==> config.mk <==
export PLATFORM = sky130hd
export DESIGN_NAME = json_string_unescape_utf8
export DESIGN_NICKNAME = d
export VERILOG_FILES = /design/src/hw/rtl/jsu_pkg.sv /design/src/hw/rtl/jsu_front.sv /design/src/hw/rtl/jsu_fifo.sv /design/src/hw/rtl/jsu_back.sv /design/src/hw/rtl/json_string_unescape_utf8.sv
export SDC_FILE = /design/constraint.sdc
export NUM_CORES = 1
export LEC_CHECK = 0
export BUFFER_PORTS_ARGS = -buffer_cell sky130_fd_sc_hd__buf_2
export CORE_MARGIN = 2
export CORE_UTILIZATION = 50
export DETAILED_ROUTE_END_ITERATION = 16
export GPL_TIMING_DRIVEN = 1
export PLACE_DENSITY = 0.66
export SYNTH_ARGS = -nofsm -noshare
export SYNTH_HDL_FRONTEND = slang
export SYNTH_SLANG_ARGS = --single-unit
==> constraint.sdc <==
create_clock -name i_clk -period 5.2 [get_ports i_clk]
set_input_delay 0.52 -clock i_clk [delete_from_list [all_inputs] [get_ports i_clk]]
set_output_delay 0.52 -clock i_clk [all_outputs]
set_load 0.05 [all_outputs]
==> src/hw/rtl/jsu_pkg.sv <==
// Shared types, constants and decode functions for the JSON string unescaper.
// No dependencies; every module of the block imports this package.
package jsu_pkg;

    localparam logic [1:0] ST_DATA = 2'd0;
    localparam logic [1:0] ST_DONE = 2'd1;
    localparam logic [1:0] ST_ERR  = 2'd2;

    localparam logic [7:0] CH_QUOTE = 8'h22;
    localparam logic [7:0] CH_BSL   = 8'h5C;
    localparam logic [7:0] CH_U     = 8'h75;
    localparam logic [7:0] CH_SPACE = 8'h20;

    localparam logic [20:0] CP_REPL = 21'h00FFFD;

    localparam int JOB_MAX    = 6;
    localparam int FIFO_DEPTH = 4;
    localparam int FIFO_AW    = $clog2(FIFO_DEPTH);

    typedef struct packed {
        logic [7:0] in_byte;
        logic       string_start;
        logic       text_end;
    } t_in;

    typedef struct packed {
        logic [7:0] out_byte;
        logic [1:0] status;
        logic       out_last;
    } t_out;

    typedef struct packed {
        logic [2:0]       n;
        logic [3:0][7:0]  b;
    } t_enc;

    // results of one input item; all but the last carry ST_DATA
    typedef struct packed {
        logic [2:0]               cnt;
        logic [1:0]               last_st;
        logic [JOB_MAX-1:0][7:0]  b;
    } t_job;

    typedef struct packed {
        logic [7:0] ch;
        logic       ok;
    } t_esc;

    function automatic logic [4:0] hex_val(input logic [7:0] b);
        logic [7:0] d;
        d = 8'h00;
        if (b >= 8'h30 && b <= 8'h39) begin
            d = b - 8'h30;
            return {1'b0, d[3:0]};
        end else if (b >= 8'h41 && b <= 8'h46) begin
            d = b - 8'h37;
            return {1'b0, d[3:0]};
        end else if (b >= 8'h61 && b <= 8'h66) begin
            d = b - 8'h57;
            return {1'b0, d[3:0]};
        end
        return 5'h10;
    endfunction

    // single-character escapes; 'u' is handled by the caller
    function automatic t_esc esc_map(input logic [7:0] b);
        t_esc e;
        e.ok = 1'b1;
        e.ch = b;
        unique case (b) inside
            8'h62:   e.ch = 8'h08;
            8'h66:   e.ch = 8'h0C;
            8'h6E:   e.ch = 8'h0A;
            8'h72:   e.ch = 8'h0D;
            8'h74:   e.ch = 8'h09;
            8'h22, 8'h5C, 8'h2F: e.ch = b;
            default: begin
                e.ok = 1'b0;
                e.ch = 8'h00;
            end
        endcase
        return e;
    endfunction

    function automatic t_enc utf8_enc(input logic [20:0] cp_in);
        t_enc        e;
        logic [20:0] cp;
        e  = '0;
        cp = cp_in;
        if (cp < 21'h80) begin
            e.n    = 3'd1;
            e.b[0] = cp[7:0];
        end else if (cp < 21'h800) begin
            e.n    = 3'd2;
            e.b[0] = {3'b110, cp[10:6]};
            e.b[1] = {2'b10, cp[5:0]};
        end else begin
            if ((cp >= 21'h0D800 && cp <= 21'h0DFFF) || cp > 21'h10FFFF) begin
                cp = CP_REPL;
            end
            if (cp < 21'h10000) begin
                e.n    = 3'd3;
                e.b[0] = {4'b1110, cp[15:12]};
                e.b[1] = {2'b10, cp[11:6]};
                e.b[2] = {2'b10, cp[5:0]};
            end else begin
                e.n    = 3'd4;
                e.b[0] = {5'b11110, cp[20:18]};
                e.b[1] = {2'b10, cp[17:12]};
                e.b[2] = {2'b10, cp[11:6]};
                e.b[3] = {2'b10, cp[5:0]};
            end
        end
        return e;
    endfunction

endpackage

==> src/hw/rtl/jsu_front.sv <==
// Front end: accepts raw string bytes, runs the escape scanner and builds one
// result job per item. Depends on jsu_pkg.
module jsu_front (
    input  logic         i_clk,
    input  logic         i_rst_n,
    input  logic         i_valid,
    output logic         o_ready,
    input  jsu_pkg::t_in i_data,
    input  logic         i_full,
    output logic         o_push,
    output jsu_pkg::t_job o_job
);
    import jsu_pkg::*;

    typedef enum logic [2:0] {
        M_NORMAL,
        M_ESCAPE,
        M_HEX,
        M_AFTER_HIGH,
        M_HIGH_BSL,
        M_LOW_HEX,
        M_DONE
    } t_mode;

    t_mode       r_mode, n_mode, e_mode;
    logic [1:0]  r_cnt, n_cnt, e_cnt;
    logic [15:0] r_acc, n_acc, e_acc;
    logic [15:0] r_pend, n_pend, e_pend;
    logic        r_failed, n_failed, e_failed;

    logic        accept;
    logic [7:0]  b;
    logic [4:0]  hv;
    logic [15:0] acc_nx;
    logic        hex_done;
    logic        pfx, do_norm, do_esc, use_cp, use_one;
    logic [20:0] cp;
    logic [7:0]  one_b;
    logic [1:0]  one_st;
    t_enc        enc;
    t_enc        m;
    t_esc        esc;
    t_job        job;

    assign b        = i_data.in_byte;
    assign o_ready  = !i_full;
    assign accept   = i_valid && !i_full;
    assign hv       = hex_val(b);
    assign esc      = esc_map(b);

    always_comb begin
        e_mode   = i_data.string_start ? M_NORMAL : r_mode;
        e_cnt    = i_data.string_start ? 2'd0 : r_cnt;
        e_acc    = i_data.string_start ? 16'h0000 : r_acc;
        e_pend   = i_data.string_start ? 16'h0000 : r_pend;
        e_failed = i_data.string_start ? 1'b0 : r_failed;

        acc_nx   = {e_acc[11:0], hv[3:0]};
        hex_done = (e_cnt == 2'd3);

        n_mode   = e_mode;
        n_cnt    = e_cnt;
        n_acc    = e_acc;
        n_pend   = e_pend;
        n_failed = e_failed;
        pfx      = 1'b0;
        do_norm  = 1'b0;
        do_esc   = 1'b0;
        use_cp   = 1'b0;
        use_one  = 1'b0;
        cp       = 21'h0;
        one_b    = 8'h00;
        one_st   = ST_DATA;

        if (!e_failed) begin
            if (i_data.text_end) begin
                if (e_mode != M_DONE) begin
                    use_one  = 1'b1;
                    one_st   = ST_ERR;
                    n_failed = 1'b1;
                end
            end else begin
                unique case (e_mode) inside
                    M_NORMAL: do_norm = 1'b1;
                    M_ESCAPE: do_esc = 1'b1;
                    M_HEX, M_LOW_HEX: begin
                        if (hv[4]) begin
                            use_one  = 1'b1;
                            one_st   = ST_ERR;
                            n_failed = 1'b1;
                        end else begin
                            n_acc = acc_nx;
                            n_cnt = e_cnt + 2'd1;
                            if (hex_done) begin
                                n_cnt = 2'd0;
                                if (e_mode == M_LOW_HEX
                                    && acc_nx >= 16'hDC00 && acc_nx <= 16'hDFFF) begin
                                    use_cp = 1'b1;
                                    cp     = 21'h10000 + {1'b0, e_pend[9:0], acc_nx[9:0]};
                                    n_mode = M_NORMAL;
                                end else begin
                                    pfx = (e_mode == M_LOW_HEX);
                                    if (acc_nx >= 16'hD800 && acc_nx <= 16'hDBFF) begin
                                        n_pend = acc_nx;
                                        n_mode = M_AFTER_HIGH;
                                    end else begin
                                        use_cp = 1'b1;
                                        cp     = {5'b0, acc_nx};
                                        n_mode = M_NORMAL;
                                    end
                                end
                            end
                        end
                    end
                    M_AFTER_HIGH: begin
                        if (b == CH_BSL) begin
                            n_mode = M_HIGH_BSL;
                        end else begin
                            pfx     = 1'b1;
                            do_norm = 1'b1;
                        end
                    end
                    M_HIGH_BSL: begin
                        if (b == CH_U) begin
                            n_mode = M_LOW_HEX;
                            n_cnt  = 2'd0;
                            n_acc  = 16'h0000;
                        end else begin
                            pfx    = 1'b1;
                            do_esc = 1'b1;
                        end
                    end
                    M_DONE: ;
                    default: ;
                endcase

                if (do_norm) begin
                    n_mode = M_NORMAL;
                    if (b == CH_QUOTE) begin
                        use_one = 1'b1;
                        one_st  = ST_DONE;
                        n_mode  = M_DONE;
                    end else if (b == CH_BSL) begin
                        n_mode = M_ESCAPE;
                    end else if (b < CH_SPACE) begin
                        use_one  = 1'b1;
                        one_st   = ST_ERR;
                        n_failed = 1'b1;
                    end else begin
                        use_one = 1'b1;
                        one_b   = b;
                    end
                end

                if (do_esc) begin
                    if (b == CH_U) begin
                        n_mode = M_HEX;
                        n_cnt  = 2'd0;
                        n_acc  = 16'h0000;
                    end else if (esc.ok) begin
                        use_one = 1'b1;
                        one_b   = esc.ch;
                        n_mode  = M_NORMAL;
                    end else begin
                        use_one  = 1'b1;
                        one_st   = ST_ERR;
                        n_failed = 1'b1;
                    end
                end
            end
        end
    end

    assign enc = utf8_enc(cp);

    always_comb begin
        m = '0;
        if (use_cp) begin
            m = enc;
        end else if (use_one) begin
            m.n    = 3'd1;
            m.b[0] = one_b;
        end

        job         = '0;
        job.last_st = one_st;
        if (pfx) begin
            job.cnt  = 3'd3 + m.n;
            job.b[0] = 8'hEF;
            job.b[1] = 8'hBF;
            job.b[2] = 8'hBD;
            job.b[3] = m.b[0];
            job.b[4] = m.b[1];
            job.b[5] = m.b[2];
        end else begin
            job.cnt  = m.n;
            job.b[0] = m.b[0];
            job.b[1] = m.b[1];
            job.b[2] = m.b[2];
            job.b[3] = m.b[3];
        end
    end

    assign o_job  = job;
    assign o_push = accept && (job.cnt != 3'd0);

    always_ff @(posedge i_clk) begin
        if (!i_rst_n) begin
            r_mode   <= M_NORMAL;
            r_cnt    <= 2'd0;
            r_acc    <= 16'h0000;
            r_pend   <= 16'h0000;
            r_failed <= 1'b0;
        end else if (accept) begin
            r_mode   <= n_mode;
            r_cnt    <= n_cnt;
            r_acc    <= n_acc;
            r_pend   <= n_pend;
            r_failed <= n_failed;
        end
    end

endmodule

==> src/hw/rtl/jsu_fifo.sv <==
// Short job queue between the scanner front end and the output back end.
// Depends on jsu_pkg.
module jsu_fifo (
    input  logic          i_clk,
    input  logic          i_rst_n,
    input  logic          i_push,
    input  jsu_pkg::t_job i_job,
    input  logic          i_pop,
    output jsu_pkg::t_job o_head,
    output logic          o_full,
    output logic          o_empty
);
    import jsu_pkg::*;

    t_job               r_mem [FIFO_DEPTH];
    logic [FIFO_AW-1:0] r_wp, r_rp;
    logic [FIFO_AW:0]   r_cnt;

    assign o_full  = (r_cnt == (FIFO_AW+1)'(FIFO_DEPTH));
    assign o_empty = (r_cnt == '0);
    assign o_head  = r_mem[r_rp];

    always_ff @(posedge i_clk) begin
        if (i_push) begin
            r_mem[r_wp] <= i_job;
        end
    end

    always_ff @(posedge i_clk) begin
        if (!i_rst_n) begin
            r_wp  <= '0;
            r_rp  <= '0;
            r_cnt <= '0;
        end else begin
            if (i_push) begin
                r_wp <= r_wp + 1'b1;
            end
            if (i_pop) begin
                r_rp <= r_rp + 1'b1;
            end
            if (i_push && !i_pop) begin
                r_cnt <= r_cnt + 1'b1;
            end else if (i_pop && !i_push) begin
                r_cnt <= r_cnt - 1'b1;
            end
        end
    end

`ifndef SYNTHESIS
    a_no_overflow: assert property (@(posedge i_clk) disable iff (!i_rst_n)
        i_push |-> (!o_full || i_pop))
        else $error("job queue overflow");
    a_no_underflow: assert property (@(posedge i_clk) disable iff (!i_rst_n)
        i_pop |-> !o_empty)
        else $error("job queue underflow");
    a_job_size: assert property (@(posedge i_clk) disable iff (!i_rst_n)
        i_push |-> (i_job.cnt != 3'd0 && i_job.cnt <= 3'(JOB_MAX)))
        else $error("job result count out of range");
`endif

endmodule

==> src/hw/rtl/jsu_back.sv <==
// Back end: walks the head job one result per beat into the output register.
// Depends on jsu_pkg.
module jsu_back (
    input  logic          i_clk,
    input  logic          i_rst_n,
    input  logic          i_empty,
    input  jsu_pkg::t_job i_head,
    output logic          o_pop,
    output logic          o_valid,
    input  logic          i_ready,
    output jsu_pkg::t_out o_data
);
    import jsu_pkg::*;

    logic [2:0] r_idx, n_idx;
    logic       r_valid;
    t_out       r_out, n_out;
    logic       load, take, is_last;

    assign load    = !r_valid || i_ready;
    assign take    = load && !i_empty;
    assign is_last = (r_idx == (i_head.cnt - 3'd1));
    assign o_pop   = take && is_last;

    always_comb begin
        n_out.out_byte = i_head.b[r_idx];
        n_out.status   = is_last ? i_head.last_st : ST_DATA;
        n_out.out_last = is_last;
        n_idx          = is_last ? 3'd0 : r_idx + 3'd1;
    end

    always_ff @(posedge i_clk) begin
        if (take) begin
            r_out <= n_out;
        end
    end

    always_ff @(posedge i_clk) begin
        if (!i_rst_n) begin
            r_valid <= 1'b0;
            r_idx   <= 3'd0;
        end else if (load) begin
            r_valid <= !i_empty;
            if (take) begin
                r_idx <= n_idx;
            end
        end
    end

    assign o_valid = r_valid;
    assign o_data  = r_out;

`ifndef SYNTHESIS
    a_status_last: assert property (@(posedge i_clk) disable iff (!i_rst_n)
        (o_valid && o_data.status != ST_DATA) |-> o_data.out_last)
        else $error("close or error result not last of its item");
    a_idx_range: assert property (@(posedge i_clk) disable iff (!i_rst_n)
        !i_empty |-> (r_idx < i_head.cnt))
        else $error("result index past job end");
    a_hold: assert property (@(posedge i_clk) disable iff (!i_rst_n)
        (o_valid && !i_ready) |=> (o_valid && $stable(o_data)))
        else $error("output beat changed while stalled");
`endif

endmodule

==> src/hw/rtl/json_string_unescape_utf8.sv <==
// Top level of the JSON string unescaper: front end, job queue and back end.
// Depends on jsu_pkg, jsu_front, jsu_fifo and jsu_back.
//
// Usage:
//   Input channel i_valid/o_ready carries one beat per raw byte of a string
//   body (after the opening quote), with string_start on the first byte of a
//   new string and text_end to mark the end of the text (no byte carried).
//   Output channel o_valid/i_ready carries decoded UTF-8 bytes (status 0), a
//   string-closed beat (status 1) or an error beat (status 2); out_last marks
//   the last beat caused by one input beat. Inputs that cause nothing (an
//   opening backslash, the leading hex digits of a \u escape, bytes after the
//   close or after an error) produce no output beat.
//   The first result of a beat passes through the job queue memory and then
//   the back end output register. Throughput: one input beat per cycle while
//   each beat yields at most one result and the queue is not full; the back
//   end sends one result per cycle while i_ready is high (up to 6 per beat).
//   A four-entry job queue decouples the sides: o_ready drops only when the
//   queue is full, so a stalled receiver backs up the input after four jobs.
//   Reset (synchronous, active low) empties the queue and puts the scanner in
//   normal text mode with no held surrogate and no error.
module json_string_unescape_utf8 (
    input  logic          i_clk,
    input  logic          i_rst_n,
    input  logic          i_valid,
    output logic          o_ready,
    input  jsu_pkg::t_in  i_data,
    output logic          o_valid,
    input  logic          i_ready,
    output jsu_pkg::t_out o_data
);
    import jsu_pkg::*;

    logic full, empty, push, pop;
    t_job job, head;

    jsu_front u_front (
        .i_clk   (i_clk),
        .i_rst_n (i_rst_n),
        .i_valid (i_valid),
        .o_ready (o_ready),
        .i_data  (i_data),
        .i_full  (full),
        .o_push  (push),
        .o_job   (job)
    );

    jsu_fifo u_fifo (
        .i_clk   (i_clk),
        .i_rst_n (i_rst_n),
        .i_push  (push),
        .i_job   (job),
        .i_pop   (pop),
        .o_head  (head),
        .o_full  (full),
        .o_empty (empty)
    );

    jsu_back u_back (
        .i_clk   (i_clk),
        .i_rst_n (i_rst_n),
        .i_empty (empty),
        .i_head  (head),
        .o_pop   (pop),
        .o_valid (o_valid),
        .i_ready (i_ready),
        .o_data  (o_data)
    );

endmodule

# Yosys cells after proc, flatten, opt, wreduce, memory -nomap -nowiden

Memory sizes are Yosys's and may differ from the RTL's. A register that Yosys moved wholly into a read port is not among the register bits.
Cells that the tools add are included.

Memories kept: 1
Output and inout bits: 13
Bits in writable memories: 212
Word-level logic and storage cells: 238
Bits in registers: 60
Input bits: 14

Equality and inequality tests: 18
Magnitude comparators: 18
Add/subtract/negate cells: 12
Reduce and logical (&&, ||, !) cells: 28
Mux-type cells: 148

Memories:

| memory       | depth | width | rd ports | clocked after Yosys merged registers in | wr ports | line           | source |
|---|---|---|---|---|---|---|---|
| u_fifo.r_mem | 4     | 53    | 1        | 1                                       | 1        | jsu_fifo.sv:15 | `t_job r_mem [FIFO_DEPTH];` |

Operators with widths:

| cell                   | count |
|---|---|
| $mux 16                | 19 |
| $mux 21                | 9 |
| $mux 8                 | 14 |
| $mux 3                 | 21 |
| $eq 8x7->1 const B     | 7 |
| $mux 24                | 2 |
| $pmux 8 s6             | 1 |
| $mux 1                 | 46 |
| $mux 2                 | 23 |
| $ge 16x16->1 const B   | 2 |
| $le 16x16->1 const B   | 2 |
| $mux 32                | 1 |
| $pmux 16 s2            | 1 |
| $bmux 8 s3             | 1 |
| $mux 22                | 1 |
| $add 17x20->21 const A | 1 |
| $ge 21x16->1 const B   | 1 |
| $gt 21x21->1 const B   | 1 |
| $le 21x16->1 const B   | 1 |
| $lt 21x12->1 const B   | 1 |
| $lt 21x17->1 const B   | 1 |
| $lt 21x8->1 const B    | 1 |
| $mux 5                 | 4 |
| $eq 8x6->1 const B     | 2 |
| 32 further kinds       | 61 |

# Longest topological paths before layout

Gate-level depths: netlist of the first run.

Word-level depth: 34
Mapped depth: 18
Mapped depth without buffers: 14

# Modules after synthesis

From an unflattened synthesis of the first run, not the netlist that was laid out.

Cell total of the unflattened synthesis: 904
Area, all modules: 12605.8 µm²

Modules (own cells, without submodules):

| module    | sequential area each (µm²) | times used | cells an instance | area an instance (µm²) |
|---|---|---|---|---|
| jsu_fifo  | 6546.3                     | 1          | 320               | 8156.6 |
| jsu_front | 560.5                      | 1          | 506               | 3473.3 |
| jsu_back  | 410.4                      | 1          | 78                | 975.9 |

# Least setup slack after synthesis of the first run

Ideal clock, no wire load.

Path kind: input -> register
Start: input port i_data[1] in the netlist's numbering
End: memory u_fifo.r_mem[0][0] in the netlist's numbering (enable)
Slack: 0.873 ns
Data arrival time: 3.915 ns
Library setup time: 0.412 ns
Path buffers: 6
Required time: 4.788 ns
Stages on the path: 12
Path through: buf_2 > buf_2 > clkbuf_1 > buf_2 > buf_1 > nor2b_1 > ha_1 > clkbuf_1 > nand4_1 > and3_1 > a21oi_4 > and2_1

Word-level cells in the longest chain between the ends: 27
Elaborated cells on any way between the ends: 79
Those cells by class: 2 x add/sub; 10 x order compare; 7 x eq/ne; 51 x mux; 9 x reduce/logical

RTL lines:

| what                                         | line                              | source |
|---|---|---|
| from (decl)                                  | json_string_unescape_utf8.sv:26   | `input jsu_pkg::t_in i_data,` |
| $mux 16 or $mux 3 (tied branches)            | jsu_front.sv:54, jsu_front.sv:52  |  |
| $ge 16x16->1 (tied with other cells)         | jsu_front.sv:103                  | `if (acc_nx >= 16'hD800 && acc_nx <= 16'hDBFF) begin` |
| $logic_and 1x1->1, on equally long branches  | jsu_front.sv:103, jsu_front.sv:97 |  |
| $mux 16 or $logic_and 1x1->1 (tied branches) | jsu_front.sv:103, jsu_front.sv:97 |  |
| $mux 21                                      | jsu_front.sv:96                   | `if (e_mode == M_LOW_HEX` |
| $mux 21                                      | jsu_front.sv:94                   | `if (hex_done) begin` |
| $mux 21                                      | jsu_front.sv:87                   | `if (hv[4]) begin` |
| $mux 21                                      | jsu_front.sv:83                   | `unique case (e_mode) inside` |
| [... 12 more ...]                            | -                                 |  |
| $mux 3                                       | jsu_front.sv:178                  | `if (use_cp) begin` |
| $add 2x3->3                                  | jsu_front.sv:188                  | `job.cnt = 3'd3 + m.n;` |
| $mux 3 *                                     | jsu_front.sv:187                  | `if (pfx) begin` |
| $reduce_bool 3->1 *                          | jsu_front.sv:205                  | `assign o_push = accept && (job.cnt != 3'd0);` |
| $logic_and 1x1->1 *                          | jsu_front.sv:205                  |  |
| net push                                     | json_string_unescape_utf8.sv:33   | `logic full, empty, push, pop;` |
| $mux 1 *                                     | jsu_fifo.sv:24                    | `if (i_push) begin` |
| $mux 1 (not written as such) *               | jsu_fifo.sv:25                    | `r_mem[r_wp] <= i_job;` |
| to (decl)                                    | jsu_fifo.sv:15                    |  |

The timed path passes the listed nets; every way through them passes the cells marked *. The select of a mux whose other input is x is not followed.

# Worst setup path in the final report of the first run

Start: register u_front.r_mode[0]
End: register u_fifo.r_cnt[2]

Word-level cells in the longest chain between the ends: 28
Elaborated cells on any way between the ends: 69
Those cells by class: 1 x add/sub; 6 x order compare; 6 x eq/ne; 44 x mux; 12 x reduce/logical

RTL lines:

| what                               | line                              | source |
|---|---|---|
| from (decl)                        | jsu_front.sv:25                   | `t_mode r_mode, n_mode, e_mode;` |
| from (signal assigned)             | jsu_front.sv:215                  | `r_mode <= n_mode;` |
| $mux 3 *                           | jsu_front.sv:52                   | `e_mode = i_data.string_start ? M_NORMAL : r_mode;` |
| $eq 3x3->1                         | jsu_front.sv:96, jsu_front.sv:102 |  |
| $logic_and 1x1->1 (2 in series)    | jsu_front.sv:97                   | `&& acc_nx >= 16'hDC00 && acc_nx <= 16'hDFFF) begin` |
| $mux 21                            | jsu_front.sv:96                   |  |
| $mux 21                            | jsu_front.sv:94                   |  |
| $mux 21                            | jsu_front.sv:87                   |  |
| $mux 21                            | jsu_front.sv:83                   |  |
| $mux 21                            | jsu_front.sv:76                   | `if (i_data.text_end) begin` |
| [... 12 more ...]                  | -                                 |  |
| $add 2x3->3                        | jsu_front.sv:188                  |  |
| $mux 3 *                           | jsu_front.sv:187                  |  |
| $reduce_bool 3->1 *                | jsu_front.sv:205                  |  |
| $logic_and 1x1->1 *                | jsu_front.sv:205                  |  |
| net push                           | json_string_unescape_utf8.sv:33   |  |
| $logic_not 1->1                    | jsu_fifo.sv:43                    | `end else if (i_pop && !i_push) begin` |
| $logic_and 1x1->1                  | jsu_fifo.sv:43                    |  |
| $reduce_bool 2->1 (no source line) | -                                 |  |
| to (signal assigned)               | jsu_fifo.sv:42                    | `r_cnt <= r_cnt + 1'b1;` |
| to (signal assigned)               | jsu_fifo.sv:44                    | `r_cnt <= r_cnt - 1'b1;` |
| to (decl)                          | jsu_fifo.sv:17                    | `logic [FIFO_AW:0] r_cnt;` |

Marked as above.
A chain may end at the register's enable or synchronous reset.

==> results of run 1 <==
## area by class of cell
cell class                      count  area, um^2  share of cell area [%]
Inverter                           28         105                   0.771
Multi-Input combinational cell    636        5020                    36.8
Sequential cell                   248        7040                    51.6
Clock buffer                       34         702                    5.15
Timing Repair Buffer               42         300                    2.20
Clock inverter                     13        66.3                   0.486
Tap cell                          324         405                    2.97
## cells by family after synthesis
family / after synthesis
XOR/XNOR: 19
buffers and inverters: 84
adder cells (fa/ha/maj): 14
flip-flops: 248
multiplexers: 70
AND/OR/NAND/NOR: 316
AO/OA/AOI/OAI: 217
## layout by cell type, fill, tap and decap left out, types with 5 or more instances in the layout
| master | count |
|---|---|
| or3_1 | 9 |
| o21ai_0 | 47 |
| and2_1 | 11 |
| o21bai_1 | 6 |
| nor2_1 | 67 |
| dfxtp_1 | 39 |
| nand4_1 | 11 |
| o22ai_1 | 14 |
| ha_1 | 13 |
| and3_1 | 6 |
| inv_1 | 27 |
| clkbuf_1 | 7 |
| a31oi_1 | 10 |
| a41oi_1 | 5 |
| nand3_1 | 19 |
| clkbuf_16 | 27 |
| edfxtp_1 | 207 |
| a22oi_1 | 24 |
| nand2_1 | 71 |
| nand2b_1 | 15 |
| buf_4 | 12 |
| buf_2 | 26 |
| a21oi_1 | 32 |
| nor4_1 | 8 |
| xor2_1 | 8 |
| clkinv_1 | 9 |
| xnor2_1 | 11 |
| o211ai_1 | 6 |
| o32ai_1 | 5 |
| mux4_2 | 56 |
| mux2i_1 | 13 |
| nor3_1 | 24 |
| nor2b_1 | 37 |
## routing by layer
| metal | global-route usage, % | vias up | part of all wire, % |
|---|---|---|---|
| met2 | 37.9 | 327 | 47 |
| met5 | 0 | - | 0 |
| met4 | 7.39 | 0 | 3.1 |
| li1 | - | 3814 | - |
| met1 | 32.8 | 4144 | 44 |
| met3 | 2.98 | 63 | 6.2 |
## cells in the mapped netlist, drive strengths merged, types with 4 or more instances
cell type	n	area share, %
xnor2	11	0.78
clkbuf	32	0.98
a21o	4	0.24
a22oi	24	1.5
o31ai	4	0.24
a211oi	4	0.28
mux2i	13	1.0
buf	24	1.0
nand4b	4	0.40
nand2b	16	0.83
nor2	68	2.1
a41oi	5	0.35
nor3	24	0.97
nor4	9	0.58
nor3b	4	0.24
and2	15	0.76
ha	13	1.3
a31oi	11	0.68
o32ai	5	0.35
or3	9	0.45
o21bai	6	0.36
and3	6	0.30
mux4	56	10
dfxtp	41	6.6
nand2	72	2.2
o211ai	8	0.57
a21boi	6	0.36
nor2b	37	1.9
o21ai	50	2.1
inv	27	0.82
o22ai	14	0.71
xor2	8	0.57
edfxtp	207	50
a21oi	36	1.6
a31o	5	0.35
or4	4	0.30
nand3b	4	0.24
nand4	11	0.56
nand3	20	0.85
## per-stage QoR
step                      area [um^2]  setup slack, ns  cells  util, %  power, mW
after floorplan                 12400            0.873    968        -       3.41
after global placement          12900            0.869   1278     52.9       3.72
after detailed placement        12900            0.770   1278     52.9       3.74
after CTS                       13600             1.16   1325     56.1       5.42
after global routing            13600            0.807   1325     56.1       5.59
final                           13600             1.02   1325     56.1       5.36
## state kept, by name, indices dropped and copies added (netlist names), 3 cells and up, named ones only
register        cells
u_front.r_pend     10
u_fifo.r_mem      196
u_back.o_data      11
u_fifo.r_cnt        3
u_front.r_mode      3
u_front.r_acc      12
u_back.r_idx        3
## tightest hold or removal path, stage by stage
cell and delay (ns):
buf_2 0.07, inv_1 0.04, nand2_1 0.06, a21boi_0 0.06
## report_power, final
part | switching [mW] | internal (mW)
logic | 0.732 | 0.481
registers | 0.0924 | 2.38
clock network | 0.730 | 0.950
total | 1.55 | 3.81
## how the worst min path moves through the flow
stage / startpoint / end / slack, ns / cells past startpoint
after floorplan: u_front.r_acc[1]$_SDFFE_PN0P_ / u_front.r_acc[1]$_SDFFE_PN0P_ / 0.42 / 2
after global placement: u_front.r_acc[1]$_SDFFE_PN0P_ / u_front.r_acc[1]$_SDFFE_PN0P_ / 0.45 / 2
after detailed placement: u_front.r_acc[1]$_SDFFE_PN0P_ / u_front.r_acc[1]$_SDFFE_PN0P_ / 0.46 / 2
after CTS: i_ready / u_back.o_valid$_SDFFE_PN0P_ / 0.27 / 4
after global routing: i_ready / u_back.o_valid$_SDFFE_PN0P_ / 0.32 / 4
final: i_ready / u_back.o_valid$_SDFFE_PN0P_ / 0.28 / 4
==> flow_summary.json, run 1 <==
{
  "status": "finished clean",
  "slowest_delay_ns": 0.77,
  "hold_buffers": 0,
  "fillers": 1987,
  "cts_sinks": 248,
  "critical-path-top-delay-family": "simple AND/OR/NAND/NOR gates",
  "drv_cap": 0,
  "slew_headroom_pct": 32.4,
  "crit_chain": "xnor2_1, nor3_1, nand2_1, a31o_2, and3_1, a21oi_4, ha_1, inv_1, fa_1, xor2_1, or3_1, a21boi_0",
  "crit_path_max_fanout": 22,
  "root_buffer": "clkbuf_16",
  "ys_seq_elements": 248,
  "p_leak_nw": 4.61,
  "start_kind": "register",
  "die_area_um2": 26100,
  "via_per_inst": 6.30,
  "worstPathRequired_ns": 5.65,
  "crit_end": "u_fifo.r_cnt[2]$_SDFFE_PN0P_",
  "antenna_left": 0,
  "grt_max_degree": 50,
  "synth_edf_count": 207,
  "drive_above_1_share_pct": 16.8,
  "fin_nets": 1011,
  "yosysSeqAreaShare_pct": 56.8,
  "tightest_slew_ns": 1.01,
  "pin_count": 27,
  "synth_top_family_by_area": "simple AND/OR/NAND/NOR gates",
  "critPathSlowestCell": "dfxtp_1",
  "synth_fp_nets": 996,
  "start_util_pct": 51.0,
  "ys_warn_count": 0,
  "fin_crit_ns": 4.18,
  "synth_mux_area_share_pct": 11.3,
  "routed_wl_um": 30200,
  "drc": 0,
  "r2r_slack_ns": 1.02,
  "ir_drop_mv": 0.273,
  "vias": 8348,
  "h-tree-depth": 1,
  "syn_to_final_growth_pct": 10.0,
  "post-cts-setup-buffer-count": 0,
  "gr-total-overflow": 0,
  "cts.reportedPaths.clkPinSlew_ns": 0.06,
  "tns_ns": 0,
  "first_pass_iters": 8,
  "clk_latency_ns": 0.52,
  "setup_viol": 0,
  "portBuffers": 26,
  "endpoint_kind": "register",
  "fin_skew_ns": 0.0149,
  "wl_per_cell_um": 22.8,
  "numCtsBuffers": 27,
  "fp.dieW_um": 161,
  "path_depth": 12,
  "coreArea_um2": 24300,
  "grt_pass1_vias": 8255,
  "yosys.area_share.adder_pct": 1.47,
  "antenna_found_initial": 0,
  "synth_xor_area_share_pct": 1.34,
  "yosys.area_share.simple_pct": 13.6,
  "fin_hold_ws_ns": 0.283,
  "drt_iter0_drc": 860,
  "finalCritPeriodShare_pct": 80.4,
  "cp.arrival_ns": 4.63,
  "cts_tree": "yes",
  "diodes": 0,
  "r2r_start": "u_front.r_mode[0]$_SDFFE_PN0P_",
  "synth-main-ff-cell": "edfxtp_1",
  "worstHoldPathType": "in -> reg",
  "crit_start": "u_front.r_mode[0]$_SDFFE_PN0P_",
  "cts_buffer_depth": 3,
  "synth_compound_area_share_pct": 12.7,
  "r2r-end": "u_fifo.r_cnt[2]$_SDFFE_PN0P_",
  "num_rows": 57,
  "avgSynthCellArea_um2": 12.8,
  "dpl.hpwl_um": 20500,
  "cts_resized": 0,
  "yosys.cell_types.count": 92,
  "gp_congestion": 0.977,
  "grt_first_pass_wirelength_um": 47100,
  "netlist_area_um2": 12400,
  "setup.worst_path.class": "reg -> reg",
  "ys_async_sr_fraction_pct": 0,
  "die_y_um": 161,
  "cp.buffers_inverters": 1,
  "clock.fmax_mhz": 239,
  "grt_util_all_layers_pct": 23.2,
  "p_per_area_nw_per_um2": 393,
  "maxSlewViolCount": 0,
  "syn_inst": 968,
  "rsz0062_at_grt": "no",
  "reg2regPathDepth": 12,
  "hold_viol_final": 0
}
Note: power is estimated with default switching activity, not from simulation.
==> run 2, diff against run 1 <==
--- a/config.mk
+++ b/config.mk
@@ -10,7 +10,7 @@
 export CORE_UTILIZATION = 50
 export DETAILED_ROUTE_END_ITERATION = 16
 export GPL_TIMING_DRIVEN = 1
-export PLACE_DENSITY = 0.66
+export PLACE_DENSITY = 0.68
 export SYNTH_ARGS = -nofsm -noshare
 export SYNTH_HDL_FRONTEND = slang
 export SYNTH_SLANG_ARGS = --single-unit
==> constraint.sdc (replaced) <==
create_clock -name i_clk -period 3.5 [get_ports i_clk]
set_input_delay 0.35 -clock i_clk [delete_from_list [all_inputs] [get_ports i_clk]]
set_output_delay 0.35 -clock i_clk [all_outputs]
set_load 0.05 [all_outputs]
==> run 2 against run 1 <==
Net effect: register-to-register slack worse by 0.78 ns; clock power is 57% higher; sequential power is 47% higher; routed wire length is 4.1% higher; non-clock buffer count is 86 higher; critical path depth is 3 lower; via count is 4.1% higher; cell count is 6.5% higher; cell area is 5.6% higher; combinational power is 57% higher; clock skew hardly changed; setup slack worse by 0.78 ns; critical endpoint is now u_fifo.r_mem[3][29]$_DFFE_PP_; largest cell class unchanged; largest power group unchanged; highest routed layer unchanged.
==> flow_summary.json, run 2 (synthesis gave the netlist of run 1 again) <==
{
  "fin_hold_ws_ns": 0.114,
  "slowest_delay_ns": 0.54,
  "largest_register_ffs": 196,
  "grt_util_all_layers_pct": 24.5,
  "crit_start": "u_front.r_mode[0]$_SDFFE_PN0P_",
  "worstHoldPathType": "in -> reg",
  "vias": 8693,
  "status": "finished clean",
  "setup.worst_path.class": "reg -> reg",
  "critPathSlowestCell": "dfxtp_1",
  "seqPwrFrac_pct": 44.5,
  "clk_latency_ns": 0.53,
  "diodes": 0,
  "layout_common_cells": "207 x edfxtp_1, 95 x buf_4, 71 x nand2_1, 67 x nor2_1, 56 x mux4_2",
  "place_ws_ns": 0.0174,
  "num_rows": 57,
  "endpoint_kind": "register",
  "swShare_pct": 28.4,
  "finalWorstSetupSlack_ns": 0.236,
  "postPlaceCellArea_um2": 13600,
  "cts_tree": "yes",
  "fp.dieW_um": 161,
  "maxSlewViolCount": 0,
  "root_buffer": "clkbuf_16",
  "antenna_left": 0,
  "hold_buffers": 0,
  "slew_headroom_pct": 40.0,
  "drive_above_1_share_pct": 24.2,
  "internal_power_mw": 5.86,
  "rsz0062_at_grt": "no",
  "cts_sinks": 248,
  "gp_congestion": 0.968,
  "crit_chain": "nand4bb_1, o41ai_1, a211oi_1, o211ai_1, o211ai_1, buf_4, a211oi_1, buf_4, o21ai_0",
  "dpl.cell_count": 1361,
  "hold_viol_final": 0,
  "die_y_um": 161,
  "p_per_area_nw_per_um2": 568,
  "cp.arrival_ns": 3.46,
  "first_pass_iters": 5,
  "routed_wl_um": 31400,
  "power_frac_clock_pct": 32.2,
  "portBuffers": 26,
  "grt_max_degree": 45,
  "path_depth": 9,
  "fillers": 1905,
  "syn_to_final_growth_pct": 16.2,
  "die_area_um2": 26100,
  "numCtsBuffers": 26,
  "drc": 0,
  "coreArea_um2": 24300,
  "clock.fmax_mhz": 306,
  "setup_viol": 0,
  "critical-path-top-delay-family": "compound AO/OA/AOI/OAI gates",
  "final_util_pct": 59.2,
  "cts_buffer_depth": 3,
  "cts_resized": 0,
  "dpl.hpwl_um": 22100,
  "total_power_mw": 8.18,
  "r2r-end": "u_fifo.r_mem[3][29]$_DFFE_PP_",
  "drv_cap": 0,
  "tightest_slew_ns": 0.899,
  "grt_pass1_vias": 8867,
  "power_switching_mw": 2.32,
  "p_comb_share_pct": 23.2,
  "finalCritPeriodShare_pct": 93.2,
  "gr-total-overflow": 0,
  "h-tree-depth": 1,
  "pin_count": 27,
  "fin_skew_ns": 0.0149,
  "regMostFlops": "u_fifo.r_mem",
  "worstPathRequired_ns": 3.70,
  "start_kind": "register",
  "fin_cells": 1411,
  "drt_iter0_drc": 880,
  "antenna_found_initial": 0,
  "cp.buffers_inverters": 2,
  "crit_end": "u_fifo.r_mem[3][29]$_DFFE_PP_",
  "fin_nets": 1096,
  "grt_first_pass_wirelength_um": 49800,
  "r2r_slack_ns": 0.24,
  "ir_drop_mv": 0.365,
  "final_area_um2": 14400,
  "reg2regPathDepth": 9,
  "cts.reportedPaths.clkPinSlew_ns": 0.06,
  "fin_crit_ns": 3.26,
  "crit_path_max_fanout": 9,
  "start_util_pct": 51.0,
  "tns_ns": 0,
  "p_leak_nw": 5.06,
  "wl_per_cell_um": 22.3,
  "r2r_start": "u_front.r_mode[0]$_SDFFE_PN0P_",
  "via_per_inst": 6.16,
  "layout_commonest_cell": "edfxtp_1"
}
[run 2: repair_timing]
item / in CTS / in global routing
setup buffers: 0 / 3
hold endpoints to repair: 0 / 0
endpoints found under the setup margin: 0 / 8
[run 2: cell type report]
class                      instances  area (um^2)  share of cell area (%)
clock buffer                      33          698                    4.85
multi-input combinational        636         5050                    35.1
sequential                       248         7040                    48.9
inverter                          28          105                   0.730
tap                              324          405                    2.81
timing repair buffer             128          983                    6.83
clock inverter                    14          121                   0.843
[run 2: power groups by stage]
stage | clock, mW | combinational, mW | sequential [mW]
floorplan | 0 | 1.18 | 3.93
global placement | 0 | 1.88 | 3.69
detailed placement | 0 | 1.91 | 3.71
CTS | 2.68 | 1.93 | 3.65
global route | 2.79 | 2.05 | 3.67
finish | 2.64 | 1.90 | 3.64
[run 2: how the worst min path moves through the flow]
stage / endpoint / depth (start not counted) / from
after floorplan: u_front.r_acc[1]$_SDFFE_PN0P_ / 2 / u_front.r_acc[1]$_SDFFE_PN0P_
after global placement: u_front.r_acc[1]$_SDFFE_PN0P_ / 2 / u_front.r_acc[1]$_SDFFE_PN0P_
after detailed placement: u_front.r_acc[1]$_SDFFE_PN0P_ / 2 / u_front.r_acc[1]$_SDFFE_PN0P_
after CTS: u_back.o_valid$_SDFFE_PN0P_ / 4 / i_ready
after global routing: u_back.o_valid$_SDFFE_PN0P_ / 4 / i_ready
final: u_back.o_valid$_SDFFE_PN0P_ / 4 / i_ready
[run 2: tightest hold or removal path, stage by stage]
cell and delay (ns):
buf_2 0.07, inv_1 0.05, nand2_1 0.06, a21boi_0 0.07
[run 2: per-layer routing]
layer | track usage (%) | routed length [um]
met5 | 0 | 0
met4 | 5.97 | 690
met3 | 3.65 | 1850
met2 | 41.6 | 15400
met1 | 33.6 | 13400
